--- config.mk ---
export PLATFORM = sky130hd
export DESIGN_NAME = image_header_dimension_extractor_core
export DESIGN_NICKNAME = d
export VERILOG_FILES = /design/src/rtl/ihde_pkg.sv /design/src/rtl/image_header_dimension_extractor_core.sv /design/src/rtl/ihde_in_stage.sv /design/src/rtl/ihde_parser.sv /design/src/rtl/ihde_out_stage.sv
export SDC_FILE = /design/constraint.sdc
export NUM_CORES = 1
export LEC_CHECK = 0
export BUFFER_PORTS_ARGS = -buffer_cell sky130_fd_sc_hd__buf_4
export CAP_MARGIN = 20
export CELL_PAD_IN_SITES_DETAIL_PLACEMENT = 1
export CELL_PAD_IN_SITES_GLOBAL_PLACEMENT = 1
export CORE_MARGIN = 2
export CORE_UTILIZATION = 48
export CTS_CLUSTER_DIAMETER = 50
export CTS_CLUSTER_SIZE = 12
export DETAILED_ROUTE_END_ITERATION = 6
export GPL_ROUTABILITY_DRIVEN = 0
export GPL_TIMING_DRIVEN = 0
export MAX_ROUTING_LAYER = met4
export PLACE_DENSITY_LB_ADDON = 0.1
export SLEW_MARGIN = 20
export SYNTH_ARGS = -nofsm -noshare
export SYNTH_HDL_FRONTEND = slang
export SYNTH_HIERARCHICAL = 1
export SYNTH_SLANG_ARGS = --single-unit
--- constraint.sdc ---
create_clock -name clk -period 5 [get_ports clk]
set_input_delay 0.5 -clock clk [delete_from_list [all_inputs] [get_ports clk]]
set_output_delay 0.5 -clock clk [all_outputs]
set_load 0.005 [all_outputs]
--- src/rtl/ihde_pkg.sv ---
`timescale 1ns / 1ps
// ----------------------------------------------------------------------------
// ihde_pkg
// Types shared by the image header dimension extractor modules.
// ----------------------------------------------------------------------------
package ihde_pkg;

	localparam int unsigned DimW = 31;

	// One input byte with its side information.
	typedef struct packed {
		logic [7:0] data_byte;
		logic [1:0] image_format;
		logic       last_byte;
	} ihde_item_t;

	// One result per file.
	typedef struct packed {
		logic            found;
		logic [DimW-1:0] image_width;
		logic [DimW-1:0] image_height;
	} ihde_result_t;

endpackage

--- src/rtl/image_header_dimension_extractor_core.sv ---
`timescale 1ns / 1ps
// A result shows on m_tvalid once its last byte is loaded into the result register.
// One byte is taken per cycle, unless a last byte waits on a full result register.
// A last byte waits in the input register only while the result register is full.
// Reset (arst_n low, asynchronous) empties both registers and returns the parser to
// the start of a file.
// ----------------------------------------------------------------------------
// image_header_dimension_extractor_core
// Streams the bytes of one image file and returns its width and height.
// ----------------------------------------------------------------------------
module image_header_dimension_extractor_core (
	input  logic        clk,
	input  logic        arst_n,
	input  logic        s_tvalid,
	output logic        s_tready,
	input  logic [7:0]  s_tdata,  // [7:0] data_byte
	input  logic [1:0]  s_tuser,  // [1:0] image_format
	input  logic        s_tlast,  // last_byte
	output logic        m_tvalid,
	input  logic        m_tready,
	output logic [63:0] m_tdata,  // [30:0] image_width, [61:31] image_height, [63:62] zero
	output logic        m_tuser   // [0] found
);

	ihde_pkg::ihde_item_t   in_item;
	ihde_pkg::ihde_item_t   item;
	ihde_pkg::ihde_result_t parse_result;
	ihde_pkg::ihde_result_t out_result;
	logic                   item_valid;
	logic                   item_take;
	logic                   slot_free;

	assign in_item.data_byte    = s_tdata;
	assign in_item.image_format = s_tuser;
	assign in_item.last_byte    = s_tlast;

	// Bytes other than the last never need the result register.
	assign item_take = item_valid && (!item.last_byte || slot_free);

	ihde_in_stage u_in (
		.clk        (clk),
		.arst_n     (arst_n),
		.in_valid   (s_tvalid),
		.in_ready   (s_tready),
		.in_item    (in_item),
		.item_valid (item_valid),
		.item_take  (item_take),
		.item       (item)
	);

	ihde_parser u_parser (
		.clk    (clk),
		.arst_n (arst_n),
		.step   (item_take),
		.item   (item),
		.result (parse_result)
	);

	ihde_out_stage u_out (
		.clk         (clk),
		.arst_n      (arst_n),
		.load        (item_take && item.last_byte),
		.load_result (parse_result),
		.slot_free   (slot_free),
		.out_valid   (m_tvalid),
		.out_ready   (m_tready),
		.out_result  (out_result)
	);

	assign m_tdata = {2'b00, out_result.image_height, out_result.image_width};
	assign m_tuser = out_result.found;

endmodule

--- src/rtl/ihde_in_stage.sv ---
`timescale 1ns / 1ps
// ----------------------------------------------------------------------------
// ihde_in_stage
// Input register: holds one accepted byte until the parser consumes it.
// ----------------------------------------------------------------------------
module ihde_in_stage (
	input  logic               clk,
	input  logic               arst_n,
	input  logic               in_valid,
	output logic               in_ready,
	input  ihde_pkg::ihde_item_t in_item,
	output logic               item_valid,
	input  logic               item_take,
	output ihde_pkg::ihde_item_t item
);

	logic                 valid_s1;
	ihde_pkg::ihde_item_t item_s1;

	// A new transaction may enter in the same cycle the held one is consumed.
	assign in_ready   = !valid_s1 || item_take;
	assign item_valid = valid_s1;
	assign item       = item_s1;

	always_ff @(posedge clk or negedge arst_n) begin
		if (!arst_n) begin
			valid_s1 <= 1'b0;
		end else if (in_ready) begin
			valid_s1 <= in_valid;
		end
	end

	always_ff @(posedge clk) begin
		if (in_ready && in_valid) begin
			item_s1 <= in_item;
		end
	end

endmodule

--- src/rtl/ihde_parser.sv ---
`timescale 1ns / 1ps
// ----------------------------------------------------------------------------
// ihde_parser
// Per-byte header parser for PNG and JPEG dimension fields.
// ----------------------------------------------------------------------------
module ihde_parser (
	input  logic                   clk,
	input  logic                   arst_n,
	input  logic                   step,
	input  ihde_pkg::ihde_item_t   item,
	output ihde_pkg::ihde_result_t result
);

	localparam logic [3:0] PH_START  = 4'd0;
	localparam logic [3:0] PH_PNG    = 4'd1;
	localparam logic [3:0] PH_J_LEAD = 4'd2;
	localparam logic [3:0] PH_J_SCAN = 4'd3;
	localparam logic [3:0] PH_J_MARK = 4'd4;
	localparam logic [3:0] PH_J_LENH = 4'd5;
	localparam logic [3:0] PH_J_LENL = 4'd6;
	localparam logic [3:0] PH_J_SKIP = 4'd7;
	localparam logic [3:0] PH_J_SOF  = 4'd8;
	localparam logic [3:0] PH_J_TAIL = 4'd9;
	localparam logic [3:0] PH_DONE   = 4'd10;

	localparam logic [1:0] V_UNDECIDED = 2'd0;
	localparam logic [1:0] V_FAILED    = 2'd1;
	localparam logic [1:0] V_FOUND     = 2'd2;

	localparam logic [1:0] FMT_PNG  = 2'd0;
	localparam logic [1:0] FMT_JPEG = 2'd1;

	localparam logic [7:0] TAG_I = 8'h49;
	localparam logic [7:0] TAG_H = 8'h48;
	localparam logic [7:0] TAG_D = 8'h44;
	localparam logic [7:0] TAG_R = 8'h52;

	localparam logic [7:0] MK_PREFIX = 8'hFF;
	localparam logic [7:0] MK_SOF_LO = 8'hC0;
	localparam logic [7:0] MK_SOF_HI = 8'hCF;
	localparam logic [7:0] MK_DHT    = 8'hC4;
	localparam logic [7:0] MK_JPG    = 8'hC8;
	localparam logic [7:0] MK_DAC    = 8'hCC;
	localparam logic [7:0] MK_SOI    = 8'hD8;
	localparam logic [7:0] MK_TEM    = 8'h01;
	localparam logic [7:0] MK_RST_LO = 8'hD0;
	localparam logic [7:0] MK_RST_HI = 8'hD7;

	localparam logic [4:0] PNG_LAST_POS = 5'd23;

	logic [3:0]  phase_q,   phase_d;
	logic [4:0]  pos_q,     pos_d;
	logic [15:0] skip_q,    skip_d;
	logic [7:0]  lenh_q,    lenh_d;
	logic [1:0]  fmt_q,     fmt_d;
	logic [31:0] wacc_q,    wacc_d;
	logic [31:0] hacc_q,    hacc_d;
	logic [1:0]  verdict_q, verdict_d;

	always_comb begin
		logic [7:0]  b;
		logic [7:0]  tag_byte;
		logic [15:0] seg_len;
		logic        ok;
		b         = item.data_byte;
		tag_byte  = TAG_I;
		seg_len   = 16'd0;
		ok        = 1'b0;
		phase_d   = phase_q;
		pos_d     = pos_q;
		skip_d    = skip_q;
		lenh_d    = lenh_q;
		fmt_d     = fmt_q;
		wacc_d    = wacc_q;
		hacc_d    = hacc_q;
		verdict_d = verdict_q;

		// The first byte of a file starts from cleared state and picks the format.
		if (phase_q == PH_START) begin
			pos_d     = 5'd0;
			skip_d    = 16'd0;
			lenh_d    = 8'd0;
			wacc_d    = 32'd0;
			hacc_d    = 32'd0;
			verdict_d = V_UNDECIDED;
			fmt_d     = item.image_format;
			case (item.image_format)
				FMT_PNG:  phase_d = PH_PNG;
				FMT_JPEG: phase_d = PH_J_LEAD;
				default: begin
					phase_d   = PH_DONE;
					verdict_d = V_FAILED;
				end
			endcase
		end

		unique case (phase_d)
			PH_PNG: begin
				case (pos_d[1:0])
					2'd0:    tag_byte = TAG_I;
					2'd1:    tag_byte = TAG_H;
					2'd2:    tag_byte = TAG_D;
					default: tag_byte = TAG_R;
				endcase
				if (pos_d >= 5'd12 && pos_d <= 5'd15 && b != tag_byte) begin
					phase_d   = PH_DONE;
					verdict_d = V_FAILED;
				end else begin
					if (pos_d >= 5'd16 && pos_d <= 5'd19) begin
						wacc_d = {wacc_d[23:0], b};
					end else if (pos_d >= 5'd20 && pos_d <= 5'd23) begin
						hacc_d = {hacc_d[23:0], b};
					end
					if (pos_d == PNG_LAST_POS) begin
						ok = (wacc_d != 32'd0) && !wacc_d[31] &&
						     (hacc_d != 32'd0) && !hacc_d[31];
						phase_d   = PH_DONE;
						verdict_d = ok ? V_FOUND : V_FAILED;
					end else begin
						pos_d = pos_d + 5'd1;
					end
				end
			end
			PH_J_LEAD: begin
				if (pos_d >= 5'd1) begin
					phase_d = PH_J_SCAN;
				end
				pos_d = pos_d + 5'd1;
			end
			PH_J_SCAN: begin
				if (b == MK_PREFIX) begin
					phase_d = PH_J_MARK;
				end
			end
			PH_J_MARK: begin
				if (b >= MK_SOF_LO && b <= MK_SOF_HI && b != MK_DHT && b != MK_JPG &&
				    b != MK_DAC) begin
					pos_d   = 5'd0;
					wacc_d  = 32'd0;
					hacc_d  = 32'd0;
					phase_d = PH_J_SOF;
				end else if (b == MK_SOI || b == MK_TEM ||
				             (b >= MK_RST_LO && b <= MK_RST_HI)) begin
					phase_d = PH_J_SCAN;
				end else begin
					phase_d = PH_J_LENH;
				end
			end
			PH_J_LENH: begin
				lenh_d  = b;
				phase_d = PH_J_LENL;
			end
			PH_J_LENL: begin
				seg_len = {lenh_d, b};
				if (seg_len < 16'd2) begin
					phase_d   = PH_DONE;
					verdict_d = V_FAILED;
				end else begin
					skip_d  = seg_len - 16'd2;
					phase_d = (skip_d == 16'd0) ? PH_J_SCAN : PH_J_SKIP;
				end
			end
			PH_J_SKIP: begin
				skip_d = skip_d - 16'd1;
				if (skip_d == 16'd0) begin
					phase_d = PH_J_SCAN;
				end
			end
			PH_J_SOF: begin
				// Frame header: length, precision, height, width.
				if (pos_d == 5'd3 || pos_d == 5'd4) begin
					hacc_d = {16'd0, hacc_d[7:0], b};
				end else if (pos_d == 5'd5 || pos_d == 5'd6) begin
					wacc_d = {16'd0, wacc_d[7:0], b};
				end
				if (pos_d >= 5'd6) begin
					phase_d = PH_J_TAIL;
				end
				pos_d = pos_d + 5'd1;
			end
			PH_J_TAIL: begin
				phase_d   = PH_DONE;
				verdict_d = (wacc_d != 32'd0 && hacc_d != 32'd0) ? V_FOUND : V_FAILED;
			end
			PH_DONE: begin
			end
			default: begin
				phase_d   = PH_DONE;
				verdict_d = V_FAILED;
			end
		endcase
	end

	always_comb begin
		result.found        = (verdict_d == V_FOUND);
		result.image_width  = result.found ? wacc_d[ihde_pkg::DimW-1:0] : '0;
		result.image_height = result.found ? hacc_d[ihde_pkg::DimW-1:0] : '0;
	end

	always_ff @(posedge clk or negedge arst_n) begin
		if (!arst_n) begin
			phase_q   <= PH_START;
			pos_q     <= 5'd0;
			skip_q    <= 16'd0;
			lenh_q    <= 8'd0;
			fmt_q     <= 2'd0;
			wacc_q    <= 32'd0;
			hacc_q    <= 32'd0;
			verdict_q <= V_UNDECIDED;
		end else if (step) begin
			if (item.last_byte) begin
				phase_q   <= PH_START;
				pos_q     <= 5'd0;
				skip_q    <= 16'd0;
				lenh_q    <= 8'd0;
				fmt_q     <= 2'd0;
				wacc_q    <= 32'd0;
				hacc_q    <= 32'd0;
				verdict_q <= V_UNDECIDED;
			end else begin
				phase_q   <= phase_d;
				pos_q     <= pos_d;
				skip_q    <= skip_d;
				lenh_q    <= lenh_d;
				fmt_q     <= fmt_d;
				wacc_q    <= wacc_d;
				hacc_q    <= hacc_d;
				verdict_q <= verdict_d;
			end
		end
	end

`ifndef SYNTHESIS
	a_found_nonzero: assert property (@(posedge clk) disable iff (!arst_n)
		(step && result.found) |-> (result.image_width != '0 && result.image_height != '0))
		else $error("found reported with a zero dimension");

	a_restart_after_last: assert property (@(posedge clk) disable iff (!arst_n)
		(step && item.last_byte) |=> (phase_q == PH_START && verdict_q == V_UNDECIDED))
		else $error("parser did not return to start after the last byte");

	a_png_pos_range: assert property (@(posedge clk) disable iff (!arst_n)
		(phase_q == PH_PNG) |-> (pos_q <= PNG_LAST_POS))
		else $error("PNG byte position ran past the header");

	a_jpeg_dim_16bit: assert property (@(posedge clk) disable iff (!arst_n)
		(phase_q == PH_J_SOF || phase_q == PH_J_TAIL) |->
		(wacc_q[31:16] == 16'd0 && hacc_q[31:16] == 16'd0))
		else $error("JPEG dimension accumulator exceeded 16 bits");
`endif

endmodule

--- src/rtl/ihde_out_stage.sv ---
`timescale 1ns / 1ps
// ----------------------------------------------------------------------------
// ihde_out_stage
// Result register: holds one result until the downstream side takes it.
// ----------------------------------------------------------------------------
module ihde_out_stage (
	input  logic                   clk,
	input  logic                   arst_n,
	input  logic                   load,
	input  ihde_pkg::ihde_result_t load_result,
	output logic                   slot_free,
	output logic                   out_valid,
	input  logic                   out_ready,
	output ihde_pkg::ihde_result_t out_result
);

	logic                   valid_q;
	ihde_pkg::ihde_result_t result_q;

	assign slot_free  = !valid_q || out_ready;
	assign out_valid  = valid_q;
	assign out_result = result_q;

	always_ff @(posedge clk or negedge arst_n) begin
		if (!arst_n) begin
			valid_q <= 1'b0;
		end else if (slot_free) begin
			valid_q <= load;
		end
	end

	always_ff @(posedge clk) begin
		if (slot_free && load) begin
			result_q <= load_result;
		end
	end

endmodule
==> results of run 1 <==
placed cells by master, fill, tap and decap left out, drive strengths merged, types with 5 or more instances in the layout:
| cell type | synthesis | final |
|---|---|---|
| nand2b | 11 | 11 |
| o2bb2ai | 17 | 17 |
| clkbuf | 54 | 67 |
| dfrtp | 101 | 101 |
| or3 | 13 | 13 |
| o22ai | 14 | 14 |
| nand2 | 65 | 65 |
| o311ai | 8 | 8 |
| and2 | 11 | 11 |
| a21o | 12 | 12 |
| buf | 36 | 118 |
| clkinv | 0 | 5 |
| nand3 | 18 | 18 |
| a22oi | 13 | 13 |
| nand4 | 18 | 18 |
| ha | 6 | 6 |
| edfxtp | 74 | 74 |
| o211ai | 6 | 6 |
| a211oi | 11 | 11 |
| nor2 | 45 | 45 |
| a21oi | 30 | 30 |
| a22o | 65 | 65 |
| a32oi | 56 | 56 |
| a31oi | 6 | 6 |
| nor3 | 90 | 90 |
| inv | 21 | 28 |
| o21bai | 5 | 5 |
| xnor2 | 6 | 6 |
| nor4 | 22 | 22 |
| o21ai | 41 | 41 |
| nor2b | 8 | 8 |
kinds of logic after synthesis:
kind of cell	count (synthesis)	synth area share, %
flip-flops	175	48.42
buffers and inverters	111	5.268
adder cells (fa/ha/maj)	6	0.7653
AO/OA/AOI/OAI	325	25.73
AND/OR/NAND/NOR	329	18.44
multiplexers	4	0.4464
XOR/XNOR	10	0.8928
other	1	0.03823
through the flow:
step	area, µm²	instances	hold slack, ps	setup TNS [ps]
after detailed placement	10750	1311	515.7	-45820
after global routing	11370	1342	219.0	0
after floorplan	9813	962	204.4	0
after CTS	11360	1344	224.4	0
final	11370	1342	137.4	0
after global placement	10740	1311	502.6	-39720
what timing repair did:
item	in CTS	in global routing
endpoints found under the hold margin	0	0
setup buffers	2	0
pin swaps	1	0
endpoints found under the setup margin	130	74
gates cloned	0	0
gates resized for setup	4	6
path summary, 6_finish.rpt:
check | startpoint | to | slack, ps | cells past startpoint
max | u_parser/phase_q[3]$_DFFE_PN0P_ | u_out/out_result[52]$_DFFE_PP_ | 450 | 14
min | arst_n | u_parser/pos_q[1]$_DFFE_PN0P_ | 140 | 1
max reg2reg | u_parser/phase_q[3]$_DFFE_PN0P_ | u_out/out_result[52]$_DFFE_PP_ | 450 | 14
min reg2reg | u_parser/hacc_q[26]$_DFFE_PN0P_ | u_parser/hacc_q[26]$_DFFE_PN0P_ | 530 | 1
max in group asynchronous | arst_n | u_parser/skip_q[14]$_DFFE_PN0P_ | 4140 | 1
min in group clk | s_tdata[5] | u_in/item[8]$_DFFE_PP_ | 240 | 1
power groups by stage:
stage | clock network [mW] | registers, mW | logic (mW)
after floorplan | 0 | 1.63 | 0.907
after global placement | 0 | 1.63 | 1.41
after detailed placement | 0 | 1.64 | 1.44
after CTS | 1.37 | 1.61 | 1.46
after global routing | 1.42 | 1.62 | 1.61
final | 1.35 | 1.61 | 1.47
flip-flops by register name, summed over array words and instances (netlist names):
signal	count
u_parser/pos_q	5
u_out/out_valid	1
u_in/item_valid	1
u_parser/verdict_q	2
u_parser/phase_q	4
u_parser/hacc_q	32
u_in/item	11
u_parser/skip_q	16
u_parser/lenh_q	8
u_out/out_result	63
u_parser/wacc_q	32
metal layers:
layer	GRT usage (%)	vias up	wire, µm
met5	-	-	0
met4	11.35	0	818
met3	4.441	66	1845
met2	49.88	360	15310
met1	41.27	4393	13880
li1	-	3994	-
final cells by class:
type                            count  share of cell area, %
Sequential cell                   175                  41.78
Timing Repair Buffer               81                  5.382
Tap cell                          270                  2.972
Multi-Input combinational cell    676                  40.16
Inverter                           21                 0.6934
Clock buffer                       17                  3.742
Clock inverter                     15                  1.497
Buffer                             87                  3.775
worst max-delay path, stage by stage, from the launching register on:
cell,delay [ps]
dfrtp_1,390
buf_6,140
or4_1,500
buf_2,360
and2_1,300
ha_1,230
or3_1,330
a2111oi_2,430
nand3_2,220
o21ba_2,310
buf_6,170
nor3_4,350
buf_2,280
a32oi_1,100
nor3_1,230
==> out/metrics.cfg, run 1 <==
[yosys]
synth-seq-area-share_pct=48.42
synth_area_leaders=dfrtp_1 26%, edfxtp_1 23%, a22o_1 5.8%
synthMostInstantiatedCell=dfrtp_1
syn_area_per_cell_um2=10.21
synth_commonest_cells=101 x dfrtp_1, 85 x nor3_1, 74 x edfxtp_1
yosys_warnings=6
synthArstFlopShare_pct=57.71
yosysUniqueCellTypes=89
synth_largest_area_cell=dfrtp_1
synth_edf_count=74
netlist_instances=961
syn-cell-area_mm2=0.009809
synth-seq-cells=175
synth_top_area_share_pct=25.77
ys.flop_type=dfrtp_1

[routing]
drt-total-wl_um=31850
drt-initial-drc-count=854
vias_per_cell=6.567
drc=0
dr.pass1.iters=5
via_count=8813
routedWlPerCell_um=23.73
drtAntennaViolNets=0

[cells_and_area]
drive_above_1_share_pct=17.35
area_growth_pct=15.89
fillCellCount=2254
regArea_mm2=0.004750
multi_input_area_mm2=0.004566
antennaDiodeCount=0
final_util_pct=56.36
layout.nets=1080

[pwr]
p_sw_share_pct=40.22
p_per_area_mw_per_mm2=389.3
p_int_mw=2.646
power_switching_mw=1.780
p_total_mw=4.426
clkPwrFrac_pct=30.4
comb_power_share_pct=33.3
seqPwrFrac_pct=36.3
vdd_ir_drop_max_v=0.0002603
leakage_nw=4.377

[floorplanning]
io_pins=82
die_w_um=147.0
rows=52
die_y_um=147.0
coreArea_mm2=0.02017
die-area_mm2=0.02160
start_util_pct=48.64

[clock_tree]
cts_buffer_depth=2
cts-htree-levels=4
cts_sinks=175
clockRootBuffer=clkbuf_16
insertion_delay_ps=430
cts_inserted_buffers=17
clk_pin_slew_worst_paths_ps=70
cts_hold_buf=0
tritoncts=yes

[critical_path]
critical_path_required_ps=5250
cp.arrival_ps=4800
criticalPathCategory=reg -> reg
startpoint_type=register
worstSetupEndpointType=register
critPathMaxFanout=35

[global_route]
grt_usage_pct=31.31
grt_pass1_wl_um=51180
grt_max_degree=102
antenna_found_initial=0
overflow=0
grt_pass1_vias=9043

[timing]
setup_ws_ps=447.9
max-slew-margin-rel_pct=30.30
slew_viol_final=0
fin_skew_ps=10.35
finalSetupViolations=0
worstMarginPinSlew_ps=1042
rsz0062_at_grt=false
fmax_ghz=0.2197
min_period_ps=4552
hold_viol=0
finalCritPeriodShare_pct=91.04

[placed_design]
dp_slack_ps=-736.8
port-buffer-count=79
hpwl_um=22850

[min_path]
hold_class=in -> async

[flow_run]
max_cap_violations=0

[status]
status=finished clean

No activity file was read; power rests on OpenSTA's default activity.
==> run 2: changes to the inputs <==
- CORE_UTILIZATION: 48 -> 51
- clock period: 5 -> 5.6 ns (I/O delays scaled with it)
==> out/metrics.cfg, run 2 (synthesis gave the netlist of run 1 again) <==
[routing]
via_count=9130
drtAntennaViolNets=0
routedWlPerCell_um=25.62
drt-total-wl_um=33490
vias_per_cell=6.985
dr.pass1.iters=5
drt-initial-drc-count=905
drc=0

[timing]
min_period_ps=4978
rsz0062_at_grt=false
finalSetupViolations=0
max-slew-margin-rel_pct=31.85
worstMarginPinSlew_ps=1018
worst_hold_slack_ps=163.8
setup_tns_ps=0
slew_viol_final=0
fin_skew_ps=9.933
hold_viol=0
finalCritPeriodShare_pct=88.89
fmax_ghz=0.2009

[cells_and_area]
drive_above_1_share_pct=17.24
layout.nets=1081
stdcell_area_mm2=0.01130
antennaDiodeCount=0
largest_reg_flops=63
final_cell_mix=101 x dfrtp_1, 90 x buf_4, 85 x nor3_1
area_growth_pct=15.19
layout_commonest_cell=dfrtp_1

[floorplanning]
coreArea_mm2=0.01877
rows=50
die_y_um=142.7
start_util_pct=52.27
die-area_mm2=0.02036
die_w_um=142.7
io_pins=82

[global_route]
antenna_found_initial=0
grt_usage_pct=34.54
grt_pass1_vias=9196
overflow=0
grt_max_degree=102
grt_pass1_wl_um=51980

[clock_tree]
tritoncts=yes
insertion_delay_ps=440
cts_hold_buf=0
cts_sinks=175
clockRootBuffer=clkbuf_16
clk_pin_slew_worst_paths_ps=70
cts_buffer_depth=2
cts_inserted_buffers=17
cts-htree-levels=4

[placed_design]
hpwl_um=23120
place_area_mm2=0.01070
port-buffer-count=79

[flow_run]
max_cap_violations=0

[critical_path]
startpoint_type=register
r2r_end=u_out/out_result[34]$_DFFE_PP_
path_buf_inv=5
rrSetupSlack_ps=620
crit_path_cell_trace=buf_6 -> or4_1 -> buf_2 -> clkbuf_2 -> clkbuf_2 -> and2_1 -> ha_1 -> or3_1 -> a2111oi_2 -> nand3_2 -> o21bai_2 -> nand3_1 -> clkbuf_1 -> a32oi_1 -> nor3_1
crit_family=simple AND/OR/NAND/NOR gates
critical_path_required_ps=5780
r2r.worst_path.cells=15
r2r_start=u_parser/phase_q[3]$_DFFE_PN0P_
worstSetupEndpointType=register
critPathMaxFanout=17
cp.arrival_ps=5150
crit_path_frequent_cell=clkbuf_2
criticalPathCategory=reg -> reg
critPathSlowestCell=or4_1
max_stage_delay_ps=500

[pwr]
vdd_ir_drop_max_v=0.0002405
p_per_area_mw_per_mm2=350.7
leakage_nw=4.383
p_total_mw=3.962

[status]
status=finished clean

[min_path]
hold_class=in -> async

==> run 2: area by class of cell <==
cell class / count / area, µm²
fillers: 2079 / 7468
clock inverters: 15 / 162.7
flip-flops and latches: 175 / 4750
clock buffers: 17 / 425.4
well taps: 234 / 292.8
inverters: 21 / 78.83
repair buffers: 80 / 604.3
multi-input cells: 676 / 4547
plain buffers: 89 / 439.2
==> run 2: worst max path at each step <==
stage                               startpoint                              to  slack [ps]  cells past startpoint
2_1_floorplan  u_parser/phase_q[3]$_DFFE_PN0P_  u_out/out_result[23]$_DFFE_PP_        1250                     17
3_3_place_gp   u_parser/phase_q[3]$_DFFE_PN0P_  u_out/out_result[57]$_DFFE_PP_         190                     15
3_5_place_dp   u_parser/phase_q[3]$_DFFE_PN0P_  u_out/out_result[47]$_DFFE_PP_         110                     15
4_1_cts        u_parser/phase_q[3]$_DFFE_PN0P_  u_out/out_result[47]$_DFFE_PP_          50                     15
5_1_grt        u_parser/phase_q[3]$_DFFE_PN0P_  u_out/out_result[57]$_DFFE_PP_         280                     16
6_report       u_parser/phase_q[3]$_DFFE_PN0P_  u_out/out_result[34]$_DFFE_PP_         620                     15
==> run 2: power by group <==
part / total [mW] / switching, mW / internal [mW]
Clock: 1.19 / 0.590 / 0.599
Combinational: 1.34 / 1.01 / 0.323
Sequential: 1.44 / 0.0393 / 1.40
==> run 2: worst register-to-register path: cells and delay by family, from the launching register on <==
family / cells / cell delay, ps
simple gates: 6 / 1640
fa+ha+maj: 1 / 230
buf+inv: 5 / 1310
flops: 1 / 390
compound gates: 3 / 1120
==> run 2: through the flow <==
step	utilization [%]	setup WS [ps]	instances
after global placement	57.01	191.7	1275
after floorplan	-	1248	962
after detailed placement	57.03	113.8	1275
final	60.21	622.3	1307
after global routing	60.21	280.1	1307
after CTS	60.16	45.70	1307
==> run 2: metal layers <==
metal  global-route usage, %  share of wire, %  vias to the layer above
met4                   13.03               2.9                        0
met3                   5.131               6.3                       93
met1                   43.24                42                     4561
met2                   57.16                49                      464
met5                       -                 0                        -
li1                        -                 -                     4012
==> run 2: timing repair <==
item,4_1_cts,5_1_grt
setup buffers,0,1
setup endpoints to repair,0,72
gates resized for setup,0,8
